===== src/rtl/plane_dip_and_dip_direction_defines.svh =====
// ----------------------------------------------------------------------------
// plane_dip_and_dip_direction_defines
// Assertion macros shared by the plane dip blocks.
// ----------------------------------------------------------------------------
// Each expects clk and arst_n in scope.
`ifndef PLANE_DIP_AND_DIP_DIRECTION_DEFINES_SVH
`define PLANE_DIP_AND_DIP_DIRECTION_DEFINES_SVH

// cond must never hold at a clock edge out of reset
`define PDD_ASSERT_NEVER(label, cond, msg) \
	label: assert property (@(posedge clk) disable iff (!arst_n) !(cond)) else $error(msg);

// ante at an edge requires cons at the same edge
`define PDD_ASSERT_IMPLIES(label, ante, cons, msg) \
	label: assert property (@(posedge clk) disable iff (!arst_n) (ante) |-> (cons)) \
		else $error(msg);

`endif


===== src/rtl/pdd_queue.sv =====
// ----------------------------------------------------------------------------
// pdd_queue
// Small register queue between the classifier and the angle pipeline.
// ----------------------------------------------------------------------------
`include "plane_dip_and_dip_direction_defines.svh"

module pdd_queue #(
	parameter int W = 8
) (
	input  logic         clk,
	input  logic         arst_n,
	input  logic         push,
	input  logic [W-1:0] din,
	input  logic         pop,
	output logic [W-1:0] dout,
	output logic         full,
	output logic         empty
);
	localparam int DEPTH = 4;
	localparam int AW = $clog2(DEPTH);
	localparam int CW = $clog2(DEPTH + 1);

	logic [W-1:0] mem_q [DEPTH];
	logic [AW-1:0] wr_q, rd_q;
	logic [CW-1:0] cnt_q;

	assign full  = (cnt_q == CW'(DEPTH));
	assign empty = (cnt_q == '0);
	assign dout  = mem_q[rd_q];

	always_ff @(posedge clk or negedge arst_n) begin
		if (!arst_n) begin
			wr_q  <= '0;
			rd_q  <= '0;
			cnt_q <= '0;
		end else begin
			if (push)
				wr_q <= wr_q + AW'(1);
			if (pop)
				rd_q <= rd_q + AW'(1);
			if (push && !pop)
				cnt_q <= cnt_q + CW'(1);
			else if (pop && !push)
				cnt_q <= cnt_q - CW'(1);
		end
	end

	always_ff @(posedge clk) begin
		if (push)
			mem_q[wr_q] <= din;
	end

	`PDD_ASSERT_NEVER(a_push_full, push && full, "item pushed into full queue")
	`PDD_ASSERT_NEVER(a_pop_empty, pop && empty, "item popped from empty queue")

endmodule


===== config.mk =====
export PLATFORM = sky130hd
export DESIGN_NAME = pdd_queue
export DESIGN_NICKNAME = d
export VERILOG_FILES = /design/src/rtl/pdd_queue.sv
export VERILOG_INCLUDE_DIRS = /design/src /design/src/rtl
export SDC_FILE = /design/constraint.sdc
export NUM_CORES = 1
export LEC_CHECK = 0
export ABC_AREA = 1
export BUFFER_PORTS_ARGS = -buffer_cell sky130_fd_sc_hd__buf_2
export CAP_MARGIN = 20
export CORE_ASPECT_RATIO = 1.5
export CORE_UTILIZATION = 56
export CTS_CLUSTER_SIZE = 20
export DETAILED_ROUTE_END_ITERATION = 8
export GPL_TIMING_DRIVEN = 0
export PLACE_DENSITY = 0.78
export RECOVER_POWER = 25
export SLEW_MARGIN = 5
export SYNTH_ARGS = -nofsm -noshare
export SYNTH_HDL_FRONTEND = slang
export SYNTH_SLANG_ARGS = --single-unit
export TNS_END_PERCENT = 20

===== constraint.sdc =====
create_clock -name clk -period 1.6 [get_ports clk]
set_clock_uncertainty 0.1 [all_clocks]
set_input_delay 0.16 -clock clk [delete_from_list [all_inputs] [get_ports clk]]
set_output_delay 0.16 -clock clk [all_outputs]
set_load 0.02 [all_outputs]

==> key figures <==
Final layout
  • N_diodes: 0
  • Nets: 200
  • Finished Core Util: 72.8%
  • Layout area overhead: 24.3%
  • Share of cells above drive strength 1: 18.7%
  • Filler instances: 210
  • Sequential Area: 1140 um2
  • Multi-input logic area: 408 um2

Yosys
  • Area leader, netlist: edfxtp_1
  • Mean post-synth cell area: 12.1 um2
  • Yosys cell types: 18
  • Synthesized netlist cell count: 141
  • Post-synth top area share: between 50% and 60%
  • Syn nets: 159
  • Ys Warns: 0
  • Largest cells by area after synthesis: edfxtp_1 (56%), dfrtp_1 (10%), nand2_1 (8.1%), o211ai_1 (6.6%), inv_1 (5.9%)
  • Seq/Total Area, Yosys: around 67%
  • Mapped Area: approximately 1700 um2
  • Seq cells post-synth: 39

STA
  • F_max: 614 MHz
  • Post-layout min period: 1630 ps
  • Relative slew slack: about 73%
  • Worst-margin pin slew: 408 ps
  • RSZ-0062 raised after global routing: true
  • Final Cycle Share: 102%
  • Slew Viols, Final: 0
  • Setup TNS: -113 ps
  • Final setup vio count: 7
  • Worst Slack Setup Final: -28.1 ps
  • Final Hold Fails: 0

Worst setup path
  • WS Path Type: flip-flop to output port
  • Crit path required time: 1340 ps
  • CP Max Fanout: 10
  • Worst Path Arrival: 1370 ps
  • Worst path max stage delay: 390 ps
  • Worst path slowest cell: dfrtp_1
  • Reg2reg setup slack: 150 ps
  • Most used cell along the critical path: buf_6
  • Worst-path cell chain: buf_6 -> buf_8 -> o211ai_1 -> nand2_1 -> buf_6
  • Startpoint types: flip-flop
  • Critical Path Sink Type: output port

Floorplanning
  • Starting Density: 58.6%
  • Row cnt: 24
  • I/O pins: 22
  • Die span in y: 69.6 um
  • Core ar.: 2910 um2
  • Die width: 47.1 um
  • Die area: 3280 um2

Routing
  • WL final: 3270 um
  • Iter 0 DRT Violations: 66
  • Drt via density: 5.02
  • Routed Antenna Nets: 0
  • Total number of vias: about 1100
  • DRC: 0
  • Wire per inst: roughly 15 um
  • First-pass iteration count of the detailed router: 4

Global routing
  • First-pass GRT wire length: 5120 um
  • Total grt overflow: 0
  • Number of global-route vias before repair: 1148
  • Initial antenna violation count: 0
  • GRT Util Overall: 23.6%
  • Pin count of the biggest net entering global routing: 12

CTS
  • Clock slew seen by the registers of the worst setup and hold paths: 70 ps
  • Root Buffer: clkbuf_8
  • Sink Count: 39
  • CTS Buffer Depth: 2
  • Later-pin clock latency in the skew report: 290 ps
  • Max H-tree Level: 2
  • CTS Buf Count: 5
  • CTS tree: built

Placement
  • Pre-CTS setup slack: roughly 120 ps
  • Port Buffers: 21
  • Final GP Congestion: about 0.68
  • Post-DP HPWL: 2140 um

Worst hold path
  • Hold Crit Class: input pin to flip-flop

Power
  • Pwr Total: 3.89 mW
  • P_leak: 0.946 nW
  • Power Dens Cells: 1830 nW/um2
  • Maximum VDD drop: about 0.0011 V

Outcome
  • Outcome: finished with violations
  • Failing checks: negative setup slack

Job
  • Max-cap violation count: 0
[placed cells by master (no fill, tap or decap), drive strengths merged]
master       synthesis  routed
o21ai                1       1
xor2                 3       3
clkinv               0       2
dfrtp                7       7
nand3                1       1
nand4                1       1
fa                   1       1
clkbuf               1      10
dlygate4sd3          0      10
inv                 28      28
nor3                 2       2
ha                   5       5
xnor2                1       1
o211ai              16      16
edfxtp              32      32
buf                  5      25
nand2               37      37
[metal layers]
| layer | global-route usage [%] | wire (um) | up-vias |
|---|---|---|---|
| met2 | 44.1 | 1930 | 30 |
| met3 | 6.25 | 122 | 6 |
| met1 | 22.8 | 1160 | 525 |
| met5 | 0 | 0 | - |
| met4 | 7.62 | 55 | 0 |
| li1 | - | - | 549 |
[worst max-delay path: cells and delay by family, from the launching register on]
kind	cells	cell delay [ps]
AO/OA/AOI/OAI	1	150
buffers and inverters	3	430
AND/OR/NAND/NOR	1	100
flip-flops	1	390
[Yosys cell counts]
master and count:
xnor2_1 1, nand4_1 1, o211ai_1 15, buf_6 4, buf_2 1, nand3_1 1
o211ai_2 1, clkbuf_2 1, fa_1 1, nand2_1 37, inv_4 1, nor3_1 2
xor2_1 3, dfrtp_1 7, inv_1 27, ha_1 5, o21ai_1 1, edfxtp_1 32
[flip-flops by register name (all words and copies together) (netlist names)]
| name | cells |
|---|---|
| wr_q | 2 |
| rd_q | 2 |
| cnt_q | 3 |
| mem_q | 32 |
[power breakdown]
group          switching (mW)  internal [mW]  total, mW
Clock                   0.310          0.289      0.599
Sequential              0.123           1.36       1.48
Combinational            1.01          0.789       1.80
Total                    1.45           2.44       3.89
[through the flow]
stage	cells	hold slack, ps	area [um2]
finish	221	78.9	2120
global route	221	85.1	2120
CTS	221	70.6	2130
detailed placement	201	-97.8	1860
global placement	201	-102	1860
floorplan	141	-236	1710
[kinds of logic after synthesis]
family                     Yosys count  share of synthesized area, %
and+or+nand+nor                     41                          9.38
DFF                                 39                          66.6
buffers and inverters               34                          9.53
AOI/OAI and AO/OA                   17                          7.62
adders and majority gates            6                          4.84
xor gates and xnor gates             4                          2.05
[final timing paths]
| kind | cells past startpoint | endpoint | from |
|---|---|---|---|
| worst min-delay path | 3 | rd_q[1] | pop |
| min in group asynchronous | 2 | wr_q[0] | arst_n |
| max in group asynchronous | 2 | rd_q[0] | arst_n |
| worst max-delay path | 5 | dout[6] | rd_q[0] |
| worst max register to register | 4 | mem_q[0][7] | wr_q[0] |
| worst min register to register | 2 | cnt_q[2] | cnt_q[2] |
[final cells by class]
class | count | area share (%)
flip-flops and latches | 39 | 53.6
multi-input cells | 68 | 19.2
repair buffers | 34 | 13.2
inverters | 28 | 5.07
clock buffers | 5 | 3.24
plain buffers | 6 | 2.95
well taps | 39 | 2.30
clock inverters | 2 | 0.413
[repair_timing]
item | CTS | global route
setup endpoints to repair | 8 | 8
hold buffers | 10 | 0
buffers inserted | 2 | 0
pin swaps | 12 | 3
cloned | 1 | 0
hold endpoints to repair | 40 | 0
gates resized for setup | 15 | 0
(Power assumes the default switching activity.)
